===== src/hw/rtl/ogfq_pkg.sv =====
// ogfq_pkg: shared types and constants for the obstacle gap fit query block.
// No dependencies.
`default_nettype none
package ogfq_pkg;

    localparam int DW = 10;  // width of positions, sizes and gap values

    typedef enum logic [4:0] {
        ST_CLEAR,
        ST_IDLE,
        ST_DECIDE,
        ST_PLACE_CHK,
        ST_SCAN_RD,
        ST_SCAN_CHK,
        ST_MARK,
        ST_LEAF_B,
        ST_WALK,
        ST_UP,
        ST_NEXT_CHK,
        ST_NEXT_RD,
        ST_NEXT_TEST,
        ST_Q_INIT,
        ST_Q_CHK,
        ST_Q_ACC_LO,
        ST_Q_HI,
        ST_Q_ACC_HI,
        ST_Q_SHIFT,
        ST_OUT_FAIL,
        ST_OUT_BEST
    } t_state;

    typedef enum logic [4:0] {
        OP_NONE,
        OP_CLEAR,
        OP_LOAD,
        OP_MAP_RD,
        OP_DEC,
        OP_INC,
        OP_MARK_PREV,
        OP_MAP_WR,
        OP_LEAF_BEFORE,
        OP_LEAF_AFTER,
        OP_SIB_RD,
        OP_UP,
        OP_SET_NEXT,
        OP_QINIT,
        OP_RD_LO,
        OP_RD_HI,
        OP_ACC,
        OP_SHIFT,
        OP_OUT_FAIL,
        OP_OUT_BEST
    } t_dp_op;

    typedef struct packed {
        logic in_range;   // latched position lies on the line
        logic map_hit;    // registered obstacle map read
        logic node_gt1;   // tree walk not yet at root
        logic lo_lt_hi;
        logic lo_odd;
        logic hi_odd;
        logic x_lt_size;
        logic is_query;
        logic xa_last;    // placed position is the last one
        logic cur_last;   // scan cursor at the last position
        logic clr_last;
        logic out_busy;   // result register still holds an untaken item
    } t_dp_stat;

endpackage
`default_nettype wire


===== src/hw/rtl/ogfq_ctrl.sv =====
// ogfq_ctrl: sequencer for place and query items; drives datapath commands.
// Depends on ogfq_pkg.
`default_nettype none
module ogfq_ctrl (
    input  wire logic              i_clk,
    input  wire logic              i_rst_n,
    input  wire logic              i_in_valid,
    output logic                   o_in_ready,
    input  wire ogfq_pkg::t_dp_stat i_stat,
    output ogfq_pkg::t_dp_op       o_op
);
    import ogfq_pkg::*;

    t_state r_state, n_state;
    logic   r_after, n_after;  // walking up from the following obstacle's leaf

    always_ff @(posedge i_clk) begin
        if (!i_rst_n) begin
            r_state <= ST_CLEAR;
            r_after <= 1'b0;
        end else begin
            r_state <= n_state;
            r_after <= n_after;
        end
    end

    always_comb begin
        n_state    = r_state;
        n_after    = r_after;
        o_op       = OP_NONE;
        o_in_ready = 1'b0;
        case (r_state)
            ST_CLEAR: begin
                o_op = OP_CLEAR;
                if (i_stat.clr_last) n_state = ST_IDLE;
            end
            ST_IDLE: begin
                o_in_ready = 1'b1;
                if (i_in_valid) begin
                    o_op    = OP_LOAD;
                    n_state = ST_DECIDE;
                end
            end
            ST_DECIDE: begin
                if (i_stat.is_query) begin
                    if (i_stat.x_lt_size) begin
                        n_state = ST_OUT_FAIL;
                    end else begin
                        o_op    = OP_MAP_RD;
                        n_state = ST_SCAN_CHK;
                    end
                end else if (!i_stat.in_range) begin
                    n_state = ST_IDLE;
                end else begin
                    o_op    = OP_MAP_RD;
                    n_state = ST_PLACE_CHK;
                end
            end
            ST_PLACE_CHK: begin
                if (i_stat.map_hit) begin
                    n_state = ST_IDLE;
                end else begin
                    o_op    = OP_DEC;
                    n_state = ST_SCAN_RD;
                end
            end
            ST_SCAN_RD: begin
                o_op    = OP_MAP_RD;
                n_state = ST_SCAN_CHK;
            end
            ST_SCAN_CHK: begin
                if (i_stat.map_hit) begin
                    o_op    = OP_MARK_PREV;
                    n_state = i_stat.is_query ? ST_Q_INIT : ST_MARK;
                end else begin
                    o_op    = OP_DEC;
                    n_state = ST_SCAN_RD;
                end
            end
            ST_MARK: begin
                o_op    = OP_MAP_WR;
                n_state = ST_LEAF_B;
            end
            ST_LEAF_B: begin
                o_op    = OP_LEAF_BEFORE;
                n_after = 1'b0;
                n_state = ST_WALK;
            end
            ST_WALK: begin
                if (i_stat.node_gt1) begin
                    o_op    = OP_SIB_RD;
                    n_state = ST_UP;
                end else begin
                    n_state = r_after ? ST_IDLE : ST_NEXT_CHK;
                end
            end
            ST_UP: begin
                o_op    = OP_UP;
                n_state = ST_WALK;
            end
            ST_NEXT_CHK: begin
                if (i_stat.xa_last) begin
                    n_state = ST_IDLE;
                end else begin
                    o_op    = OP_SET_NEXT;
                    n_state = ST_NEXT_RD;
                end
            end
            ST_NEXT_RD: begin
                o_op    = OP_MAP_RD;
                n_state = ST_NEXT_TEST;
            end
            ST_NEXT_TEST: begin
                if (i_stat.map_hit) begin
                    o_op    = OP_LEAF_AFTER;
                    n_after = 1'b1;
                    n_state = ST_WALK;
                end else if (i_stat.cur_last) begin
                    n_state = ST_IDLE;
                end else begin
                    o_op    = OP_INC;
                    n_state = ST_NEXT_RD;
                end
            end
            ST_Q_INIT: begin
                o_op    = OP_QINIT;
                n_state = ST_Q_CHK;
            end
            ST_Q_CHK: begin
                if (!i_stat.lo_lt_hi) begin
                    n_state = ST_OUT_BEST;
                end else if (i_stat.lo_odd) begin
                    o_op    = OP_RD_LO;
                    n_state = ST_Q_ACC_LO;
                end else begin
                    n_state = ST_Q_HI;
                end
            end
            ST_Q_ACC_LO: begin
                o_op    = OP_ACC;
                n_state = ST_Q_HI;
            end
            ST_Q_HI: begin
                if (i_stat.hi_odd) begin
                    o_op    = OP_RD_HI;
                    n_state = ST_Q_ACC_HI;
                end else begin
                    o_op    = OP_SHIFT;
                    n_state = ST_Q_CHK;
                end
            end
            ST_Q_ACC_HI: begin
                o_op    = OP_ACC;
                n_state = ST_Q_SHIFT;
            end
            ST_Q_SHIFT: begin
                o_op    = OP_SHIFT;
                n_state = ST_Q_CHK;
            end
            ST_OUT_FAIL: begin
                if (!i_stat.out_busy) begin
                    o_op    = OP_OUT_FAIL;
                    n_state = ST_IDLE;
                end
            end
            ST_OUT_BEST: begin
                if (!i_stat.out_busy) begin
                    o_op    = OP_OUT_BEST;
                    n_state = ST_IDLE;
                end
            end
            default: n_state = ST_IDLE;
        endcase
    end

    // Nothing is loaded while the stores are still being cleared.
    a_no_load_in_clear: assert property (@(posedge i_clk) disable iff (!i_rst_n)
        (r_state == ST_CLEAR) |-> (o_op != OP_LOAD))
        else $error("item loaded during clearing pass");

    // A result is only produced from a query.
    a_out_query: assert property (@(posedge i_clk) disable iff (!i_rst_n)
        (o_op == OP_OUT_FAIL || o_op == OP_OUT_BEST) |-> i_stat.is_query)
        else $error("result produced for a place item");

    // A result is never written over an untaken one.
    a_out_free: assert property (@(posedge i_clk) disable iff (!i_rst_n)
        (o_op == OP_OUT_FAIL || o_op == OP_OUT_BEST) |-> !i_stat.out_busy)
        else $error("result register overwritten");

endmodule
`default_nettype wire


===== config.mk =====
export PLATFORM = sky130hd
export DESIGN_NAME = ogfq_ctrl
export DESIGN_NICKNAME = d
export VERILOG_FILES = /design/src/hw/rtl/ogfq_pkg.sv /design/src/hw/rtl/ogfq_ctrl.sv
export SDC_FILE = /design/constraint.sdc
export NUM_CORES = 1
export LEC_CHECK = 0
export ABC_AREA = 1
export BUFFER_PORTS_ARGS = -buffer_cell sky130_fd_sc_hd__buf_2
export CAP_MARGIN = 20
export CORE_UTILIZATION = 46
export CTS_CLUSTER_SIZE = 8
export DETAILED_ROUTE_END_ITERATION = 10
export PLACE_DENSITY_LB_ADDON = 0.12
export SLEW_MARGIN = 20
export SYNTH_ARGS = -nofsm -noshare
export SYNTH_HDL_FRONTEND = slang
export SYNTH_SLANG_ARGS = --single-unit

===== constraint.sdc =====
create_clock -name i_clk -period 1.5 [get_ports i_clk]
set_input_delay 0.375 -clock i_clk [delete_from_list [all_inputs] [get_ports i_clk]]
set_output_delay 0.375 -clock i_clk [all_outputs]
set_load 0.01 [all_outputs]

==> summary.txt, run 1 <==
Outcome: stopped before the end
Stage reached: 5_1_grt
Tool error: [ERROR GRT-0232] Routing congestion too high. Check the congestion heatmap in the GUI.
IO Pins: 21
DP HPWL: 2.68 mm
Starting Density: 0.511
Grt total ovfl: 6
Row cnt: 15
Top cells by count, synth: nand2_1 (50), nor2_1 (37), inv_1 (24), nand3_1 (13), nand4_1 (11)
Number of synthesized flops with an enable pin: 0
Total clock sinks: 6
Pre-CTS WS: -173 ps
CTS Buf Count: 3
Seq cells post-synth: 6
Synthesized area: 911 um^2
Synth Instances: 179
RD Place Congestion: 0.963
Average cell area after synthesis: 5.09 um^2
Largest net degree at the start of global routing: 8
GRT Util Overall: 0.673
Largest cells by area after synthesis: nand2_1 (21%), nor2_1 (15%), dfxtp_1 (13%)
Root buffer cell: clkbuf_4
Die H: 46.5 um
Register area share after synthesis: 0.132
Worst ep type: top-level output
Synth top area share: 0.206
# port buffers: 20
H-tree level count: 1
Netlist cell types: 22
Mapped Nets: 194
Most common cell in the netlist: nand2_1
Yosys warns: 0
Die W: 46.5 um
Ys flop type: dfxtp_1
Post-GRT worst EP: o_op[0]
Leading area contributor after synthesis: nand2_1
Clock Path Buffers: 2
Post-synth ARST share: 0
cell families after synthesis:
| group | after synthesis | share of synthesized area |
|---|---|---|
| AOI/OAI and AO/OA | 17 | 0.107 |
| buffers and inverters | 30 | 0.125 |
| DFF | 6 | 0.132 |
| and+or+nand+nor | 126 | 0.636 |
stage by stage:
step / cell area, um^2 / instances / util
CTS: 1540 / 272 / 0.863
detailed placement: 1320 / 259 / 0.740
global placement: 1320 / 259 / 0.740
floorplan: 930 / 179 / -
repair_timing:
item / CTS
gates resized for setup: 38
endpoints found under the setup margin: 9
setup buffers: 10
pin swaps: 12
hold buffers: 0
routing by layer:
metal,GRT usage,overflow
met1,0.678,0
met2,0.839,3
met3,0.506,0
met4,0.694,3
met5,0,0
==> run 2, diff against run 1 <==
--- a/config.mk
+++ b/config.mk
@@ -8,10 +8,10 @@
 export ABC_AREA = 1
 export BUFFER_PORTS_ARGS = -buffer_cell sky130_fd_sc_hd__buf_2
 export CAP_MARGIN = 20
-export CORE_UTILIZATION = 46
-export CTS_CLUSTER_SIZE = 8
+export CORE_AREA = 2 2 63 65
 export DETAILED_ROUTE_END_ITERATION = 10
-export PLACE_DENSITY_LB_ADDON = 0.12
+export DIE_AREA = 0 0 65 67
+export PLACE_DENSITY_LB_ADDON = 0.15
 export SLEW_MARGIN = 20
 export SYNTH_ARGS = -nofsm -noshare
 export SYNTH_HDL_FRONTEND = slang
==> constraint.sdc (replaced) <==
create_clock -name i_clk -period 1.95 [get_ports i_clk]
set_input_delay 0.4875 -clock i_clk [delete_from_list [all_inputs] [get_ports i_clk]]
set_output_delay 0.4875 -clock i_clk [all_outputs]
set_load 0.01 [all_outputs]
==> run 2 against run 1 <==
  * Synthesized cell count is the same
  * Area after synthesis is the same
  * The flow now finishes, with violations (negative setup slack)
==> summary.txt, run 2 <==
RD Place Congestion: 0.961
Grt total ovfl: 0
Least-Margin Pin Slew: 310 ps
Top Registers: r_state x5, r_after x1
# hold bufs at CTS: 0
# port buffers: 20
# nets final: 235
Arrival @ worst endpoint: 1510 ps
Number of synthesized flops with an enable pin: 0
Layout Area Growth over Synthesis: 50.7%
Post-synth ARST share: 0
Starting Density: 0.253
Final Hold Fails: 0
Antenna Violating Nets Remaining: 0
Most common cell after layout, fill and taps aside: nand2_1
Synthesized area: 911 um^2
Clock Path Buffers: 2
CP Max Fanout: 8
Register area share after synthesis: 0.132
Most common cell in the netlist: nand2_1
Mapped Nets: 194
DRT iter0 DRCs: 137
IO Pins: 21
CTS tree: built
Final Cycle Share: 1.03
Leading area contributor after synthesis: nand2_1
Root buffer cell: clkbuf_8
Routed vias/inst: 4.87
Layout cells sized above 1: 0.394
Static Leak: 0.777 nW
Worst vdd ir: 0.627 mV
Core Area: 0.00361 mm^2
DP HPWL: 2.75 mm
Crit start category: flop
Detailed Route WL: 3.57 mm
Avg WL per Cell: 13.4 um
Smallest setup slack after layout: -49.1 ps
Outcome: finished, violations left
Fin util: 0.381
Total negative slack: -49.1 ps
Max Clock Freq: 0.500 GHz
Hold Crit Class: input port to flop
Failing checks: negative setup slack
Cell area power density: 1230 mW/mm^2
Initial antenna violation count: 0
Final Instance Area: 0.00137 mm^2
H-tree level count: 1
Largest cells by area after synthesis: nand2_1 (21%), nor2_1 (15%), dfxtp_1 (13%)
Final min period: 2000 ps
Yosys warns: 0
Die H: 67 um
Antenna diodes: 0
Final-report setup violation count: 1
Initial DRT Pass Iterations: 4
Max_cap viols: 0
Vias in the first global route: 1262
Slew Viols, Final: 0
Synth Instances: 179
RSZ-0062 raised after global routing: true
Top reg by flops: r_state
Most frequent cells in the layout: nand2_1 (41), nor2_1 (29), inv_1 (20), buf_2 (20)
DR DRC count: 0
GRT Util Overall: 0.176
Clk Latency, worst-skew pair: 220 ps
Worst-path clk slew: 30 ps
Ys flop type: dfxtp_1
Setup CP Type: flop to output pin
Row cnt: 22
Crit end category: output pin
Die ar.: 0.00436 mm^2
Pre-CTS WS: 73.6 ps
Largest register FFs: 5
CP Data Required Time: 1460 ps
Clock skew: 1.17 ps
Via Count: 1296
Largest net degree at the start of global routing: 9
Fillcell total: 407
Netlist cell types: 22
Top cells by count, synth: nand2_1 (50), nor2_1 (37), inv_1 (24), nand3_1 (13), nand4_1 (11)
Slew margin rel.: 0.791
CTS Buf Count: 3
Average cell area after synthesis: 5.09 um^2
Total clock sinks: 6
Placed standard-cell area: 0.00113 mm^2
Global-route wire length before repair: 5.82 mm
Die W: 65 um
Synth top area share: 0.206
Seq cells post-synth: 6
-- run 2: cell counts after synthesis --
Identical to the previous run, type by type.
-- run 2: final cells by class --
cell class,count,area (um^2),area share
multi-input combinational,144,787,0.573
clock buffer,3,41.3,0.0301
sequential,6,139,0.101
inverter,29,114,0.0830
tap,48,60.1,0.0438
timing repair buffer,36,231,0.169
-- run 2: logic make-up (layout without fill, tap and decap cells) --
logic type / after synthesis / count (layout) / synth area share
AND/OR/NAND/NOR: 126 / 127 / 0.636
AO/OA/AOI/OAI: 17 / 17 / 0.107
buffers and inverters: 30 / 68 / 0.125
flip-flops: 6 / 6 / 0.132
-- run 2: path summary, 6_finish.rpt --
path,slack [ps],depth (start not counted),endpoint,startpoint
setup reg to reg,370,9,r_state[2]$_SDFFE_PN0P_,r_state[4]$_SDFFE_PN0P_
hold reg to reg,520,2,r_state[2]$_SDFFE_PN0P_,r_state[2]$_SDFFE_PN0P_
setup / recovery,-50,8,o_op[2],r_state[4]$_SDFFE_PN0P_
hold / removal,510,3,r_state[4]$_SDFFE_PN0P_,i_rst_n
-- run 2: stage by stage --
step	instances	power, mW	hold slack [ps]
5_1_grt	266	1.84	524
4_1_cts	266	1.62	508
3_5_place_dp	254	1.22	545
3_3_place_gp	254	1.25	560
6_report	266	1.69	507
2_1_floorplan	179	0.876	493
-- run 2: repair_timing --
action | 4_1_cts | 5_1_grt
buffers inserted | 8 | 0
gates cloned | 1 | 0
setup endpoints to repair | 5 | 5
gates resized for setup | 33 | 15
pin swaps | 8 | 10
-- run 2: routing by layer --
layer | share of wire | vias up | GRT usage
met1 | 0.43 | 578 | 0.218
met4 | 0.015 | 0 | 0.0771
met5 | 0 | - | 0
met3 | 0.082 | 8 | 0.0372
met2 | 0.48 | 51 | 0.294
li1 | - | 659 | -
-- run 2: report_power, final --
group,leakage (nW),switching [mW],internal [mW]
clock network,0.0216,0.0480,0.132
registers,0.0525,0.0844,0.180
logic,0.703,0.763,0.480
-- run 2: critical path, stage by stage (launching register included) --
cell and delay, ps:
dfxtp_4 360, buf_6 120, buf_4 160, nor2_2 150, nand2_1 110, nor2_1 120
nor2_1 80, nand4_1 70, buf_2 130
(Power assumes the default switching activity.)
==> run 3, diff against run 2 <==
--- a/config.mk
+++ b/config.mk
@@ -5,7 +5,6 @@
 export SDC_FILE = /design/constraint.sdc
 export NUM_CORES = 1
 export LEC_CHECK = 0
-export ABC_AREA = 1
 export BUFFER_PORTS_ARGS = -buffer_cell sky130_fd_sc_hd__buf_2
 export CAP_MARGIN = 20
 export CORE_AREA = 2 2 63 65
==> run 3 against run 2 <==
  * The run still ends with negative setup slack left
  * Clock power barely moved
  * Non-clock buffer count grew 38
  * Sequential share of layout area is 1.8 points lower
  * Critical path type unchanged
  * Critical endpoint is now o_op[1]
==> summary.txt, run 3 <==
Outcome: finished, violations left
Failing checks: negative setup slack
Comb power frac: 0.445
Worst vdd ir: 0.169 mV
Smallest setup slack after layout: -168 ps
Leading area contributor after synthesis: dfxtp_1
CTS Buf Count: 3
Switch share: 0.324
Final Cycle Share: 1.09
Top Registers: r_state x5, r_after x1
Crit end category: output pin
Row cnt: 22
Clk Latency, worst-skew pair: 220 ps
Slew margin rel.: 0.670
Hold Crit Class: flop to flop
Via Count: 1379
Clock Path Buffers: 2
Synth top area share: 0.128
Root buffer cell: clkbuf_8
Core Area: 0.00361 mm^2
Clock skew: 2.66 ps
Delay of the slowest critical-path stage: 380 ps
Detailed Route WL: 4.07 mm
Post-synth ARST share: 0
# port buffers: 20
Final min period: 2120 ps
Vias in the first global route: 1294
DR DRC count: 0
Total power: 0.567 mW
Final-report setup violation count: 6
Largest net degree at the start of global routing: 14
DP HPWL: 3.14 mm
Number of synthesized flops with an enable pin: 0
# nets final: 221
Layout Area Growth over Synthesis: 78.3%
Most frequent cells in the layout: buf_4 (43), buf_2 (20), a21oi_1 (11)
Max_cap viols: 0
Layout cells sized above 1: 0.520
GRT Util Overall: 0.190
IO Pins: 21
Least-Margin Pin Slew: 491 ps
Arrival @ worst endpoint: 1630 ps
Finished Layout Cells: 252
DRT iter0 DRCs: 76
CP Max Fanout: 7
Largest register FFs: 5
Fillcell total: 383
Starting Density: 0.260
RD Place Congestion: 0.955
Pre-CTS WS: -205 ps
Register area share after synthesis: 0.128
Synth Instances: 137
Top reg by flops: r_state
Critical path buffers and inverters: 2
Dpl cells: 240
Netlist cell types: 48
Total clock sinks: 6
Global-route wire length before repair: 6.36 mm
Fin util: 0.463
Ys flop type: dfxtp_1
Cell area power density: 340 mW/mm^2
Internal power: 0.383 mW
Die H: 67 um
Avg WL per Cell: 16.1 um
Crit-path slowest cell: dfxtp_4
CTS tree: built
# hold bufs at CTS: 0
Crit start category: flop
Antenna diodes: 0
Routed vias/inst: 5.47
RSZ-0062 raised after global routing: true
Synthesized area: 936 um^2
Most common cell after layout, fill and taps aside: buf_4
Mapped Nets: 152
Max Clock Freq: 0.472 GHz
Critical-path cell list: buf_6 -> and2b_1 -> nand4_1 -> nand2_4 -> or3_1 -> buf_2
Worst-path clk slew: 40 ps
Initial antenna violation count: 0
Grt total ovfl: 0
Static Leak: 0.720 nW
Final Hold Fails: 0
Setup CP Type: flop to output pin
Slew Viols, Final: 0
H-tree level count: 1
Yosys warns: 0
Seq pwr share: 0.232
Initial DRT Pass Iterations: 4
Most common cell in the netlist: a21oi_1
Sw Pwr: 0.184 mW
Largest cells by area after synthesis: dfxtp_1 (13%), a21oi_1 (6.4%), nand3_1 (4.8%)
Seq cells post-synth: 6
Die W: 65 um
Antenna Violating Nets Remaining: 0
Average cell area after synthesis: 6.83 um^2
CP Data Required Time: 1460 ps
Top cells by count, synth: a21oi_1 (12), nor2_1 (11), nand2_1 (9), nand3_1 (9), nand2b_1 (7)
Die ar.: 0.00436 mm^2
Largest delay share family, worst path: simple AND/OR/NAND/NOR gates
Power share of the clock group: 0.323
==> run 3: cell count changes after synthesis, sizes merged, moves of 7 or more <==
cell,previous run,this run
nand4,11,2
nand2b,0,7
nand2,51,10
inv,29,4
nor2,43,11
buf,1,10
nand3,16,9
==> run 3: cells by family (layout without fill, tap and decap cells) <==
kind of cell	after synthesis	after routing	synth area share
AND/OR/NAND/NOR	65	65	0.406
AO/OA/AOI/OAI	49	49	0.361
multiplexers	1	1	0.0120
buffers and inverters	16	83	0.0922
flip-flops	6	6	0.128
==> run 3: final cells by class <==
type	count	area, um^2	area share
clock buffers	3	41.3	0.0247
inverters	6	28.8	0.0172
multi-input cells	115	841	0.504
flip-flops and latches	6	139	0.0832
well taps	48	60.1	0.0360
repair buffers	74	559	0.335
==> run 3: power by group through the flow <==
stage / Sequential (mW) / Combinational [mW] / Clock, mW
floorplan: 0.131 / 0.100 / 0
global route: 0.132 / 0.270 / 0.203
CTS: 0.134 / 0.223 / 0.187
global placement: 0.135 / 0.209 / 0
finish: 0.132 / 0.253 / 0.183
detailed placement: 0.136 / 0.209 / 0
==> run 3: timing repair <==
item | in CTS | in global routing
pin swaps | 2 | 9
setup buffers | 1 | 9
gates resized for setup | 21 | 32
setup endpoints to repair | 8 | 5
cloned | 0 | 0
==> run 3: final timing paths <==
| path | depth (start not counted) | endpoint | start | slack [ps] |
|---|---|---|---|---|
| setup / recovery | 6 | o_op[1] | r_state[2]$_SDFFE_PN0P_ | -170 |
| hold / removal | 2 | r_after$_SDFFE_PN0P_ | r_after$_SDFFE_PN0P_ | 510 |
| setup reg to reg | 8 | r_state[1]$_SDFFE_PN0P_ | r_state[2]$_SDFFE_PN0P_ | -10 |
| hold reg to reg | 2 | r_after$_SDFFE_PN0P_ | r_after$_SDFFE_PN0P_ | 510 |
==> run 3: tightest hold or removal path, cell delays in order, from the launching register on <==
cell	delay [ps]
dfxtp_1	330
o41ai_1	70
a21oi_1	60
==> run 3: routing by layer <==
metal  wire length [um]  global-route usage  vias to the layer above
met1               1920               0.248                      664
met3                140              0.0236                        4
li1                   -                   -                      666
met4                 35              0.0532                        0
met2               1970               0.326                       45
met5                  0                   0                        -
==> run 3: stage by stage <==
| stage | hold slack [ps] | instance area [um^2] | TNS, ps |
|---|---|---|---|
| finish | 513 | 1670 | -499 |
| global route | 537 | 1670 | -1110 |
| CTS | 508 | 1500 | -595 |
| detailed placement | 503 | 1380 | -640 |
| global placement | 507 | 1380 | -372 |
| floorplan | 469 | 936 | 0 |
==> run 4, diff against run 3 <==
--- a/config.mk
+++ b/config.mk
@@ -10,7 +10,7 @@
 export CORE_AREA = 2 2 63 65
 export DETAILED_ROUTE_END_ITERATION = 10
 export DIE_AREA = 0 0 65 67
-export PLACE_DENSITY_LB_ADDON = 0.15
+export PLACE_DENSITY = 0.56
 export SLEW_MARGIN = 20
 export SYNTH_ARGS = -nofsm -noshare
 export SYNTH_HDL_FRONTEND = slang
==> run 4 against run 3 <==
  * The run still ends with negative setup slack left
  * Worst hold slack improved by 27 ps
  * Non-clock buffer count increased by 8
  * Via count increased by 3.5%
  * Worst setup slack improved by 16 ps
  * Clock skew increased by 1.6 ps
  * Die area unchanged
  * Critical path depth unchanged
  * Sequential power about the same
  * Global-route usage increased by 2.6 points
  * Sequential share of layout area decreased by 0.56 points
  * Clock power about the same
  * Power increased by 4.1%
==> summary.txt, run 4 (synthesis gave the netlist of run 3 again) <==
Final Hold Fails: 0
Root buffer cell: clkbuf_8
Placed standard-cell area: 0.00136 mm^2
Grt total ovfl: 0
Crit-path slowest cell: or3_1
RSZ-0062 raised after global routing: true
Failing checks: negative setup slack
Initial antenna violation count: 0
CP Data Required Time: 1460 ps
Die W: 65 um
Vias in the first global route: 1414
Worst-path clk slew: 30 ps
Least-Margin Pin Slew: 443 ps
Top reg by flops: r_state
Starting Density: 0.260
Seq pwr share: 0.228
Crit start category: flop
Setup CP Type: flop to output pin
Crit end category: output pin
Power share of the clock group: 0.312
Avg WL per Cell: 16.7 um
Largest net degree at the start of global routing: 12
Finished Layout Cells: 260
Static Leak: 0.784 nW
# hold bufs at CTS: 0
Clk Latency, worst-skew pair: 220 ps
Final Cycle Share: 1.08
Die ar.: 0.00436 mm^2
Switch share: 0.328
CTS Buf Count: 3
Comb power frac: 0.460
Fin util: 0.487
Largest register FFs: 5
Initial DRT Pass Iterations: 4
DRT iter0 DRCs: 99
Layout cells sized above 1: 0.552
Row cnt: 22
Smallest setup slack after layout: -152 ps
Antenna diodes: 0
Cell area power density: 336 mW/mm^2
H-tree level count: 1
# port buffers: 20
IO Pins: 21
Hold Crit Class: input port to flop
# nets final: 229
Max Clock Freq: 0.476 GHz
Routed vias/inst: 5.49
Final min period: 2100 ps
GRT Util Overall: 0.216
Total clock sinks: 6
Top Registers: r_state x5, r_after x1
Largest delay share family, worst path: simple AND/OR/NAND/NOR gates
CTS tree: built
Die H: 67 um
DR DRC count: 0
Outcome: finished, violations left
Slew Viols, Final: 0
DP HPWL: 2.94 mm
Critical path buffers and inverters: 2
Most frequent cells in the layout: buf_4 (52), buf_2 (18), nor2_1 (10)
CP Max Fanout: 9
Detailed Route WL: 4.34 mm
Most common cell after layout, fill and taps aside: buf_4
Critical-path cell list: buf_6 -> and2b_1 -> nand4_1 -> nand2_4 -> or3_1 -> buf_2
Final Instance Area: 0.00176 mm^2
Final-report setup violation count: 5
Fillcell total: 367
Dpl cells: 237
Max_cap viols: 0
Slew margin rel.: 0.702
Clock Path Buffers: 2
Global-route wire length before repair: 7.08 mm
Delay of the slowest critical-path stage: 360 ps
Antenna Violating Nets Remaining: 0
Worst vdd ir: 0.324 mV
Layout Area Growth over Synthesis: 87.7%
Clock skew: 4.25 ps
Pre-CTS WS: -203 ps
Sw Pwr: 0.194 mW
Via Count: 1427
Internal power: 0.397 mW
RD Place Congestion: 0.906
Total negative slack: -497 ps
Core Area: 0.00361 mm^2
Arrival @ worst endpoint: 1610 ps
run 4: cell count changes in the layout (fill, tap and decap cells not counted), sizes merged:
cell	before	now
inv	5	4
buf	74	82
clkinv	1	2
run 4: layout make-up:
cell class                      count  area [um^2]  share of cell area
Timing Repair Buffer               82          641               0.365
Inverter                            6         27.5              0.0157
Sequential cell                     6          136              0.0776
Tap cell                           48         60.1              0.0342
Multi-Input combinational cell    115          851               0.484
Clock buffer                        3         41.3              0.0235
run 4: repair_timing:
item                       CTS  global route
resized for setup           53             8
pin swaps                   12            12
setup endpoints to repair    6             7
hold endpoints to repair     0             0
buffers inserted            18             3
run 4: worst paths after layout:
| path | startpoint | end | slack (ps) | depth (start not counted) |
|---|---|---|---|---|
| setup / recovery | r_state[4]$_SDFFE_PN0P_ | o_op[1] | -150 | 6 |
| setup reg to reg | r_state[2]$_SDFFE_PN0P_ | r_state[1]$_SDFFE_PN0P_ | 80 | 8 |
| hold reg to reg | r_after$_SDFFE_PN0P_ | r_after$_SDFFE_PN0P_ | 560 | 2 |
| hold / removal | i_rst_n | r_state[2]$_SDFFE_PN0P_ | 540 | 2 |
run 4: power groups by stage:
stage	Sequential (mW)	Combinational, mW	Clock [mW]
3_3_place_gp	0.137	0.211	0
4_1_cts	0.134	0.264	0.188
3_5_place_dp	0.137	0.209	0
5_1_grt	0.135	0.294	0.202
6_report	0.134	0.272	0.184
2_1_floorplan	0.131	0.100	0
run 4: layer usage:
layer,global-route usage,vias to the layer above,part of all wire
met5,0,-,0
met4,0.0904,0,0.039
met3,0.0422,15,0.091
met2,0.362,85,0.46
met1,0.268,646,0.41
li1,-,681,-
run 4: through the flow:
| step | total power, mW | hold slack (ps) |
|---|---|---|
| final | 0.590 | 540 |
| after global routing | 0.631 | 531 |
| after CTS | 0.586 | 527 |
| after detailed placement | 0.346 | 534 |
| after global placement | 0.348 | 535 |
| after floorplan | 0.231 | 469 |
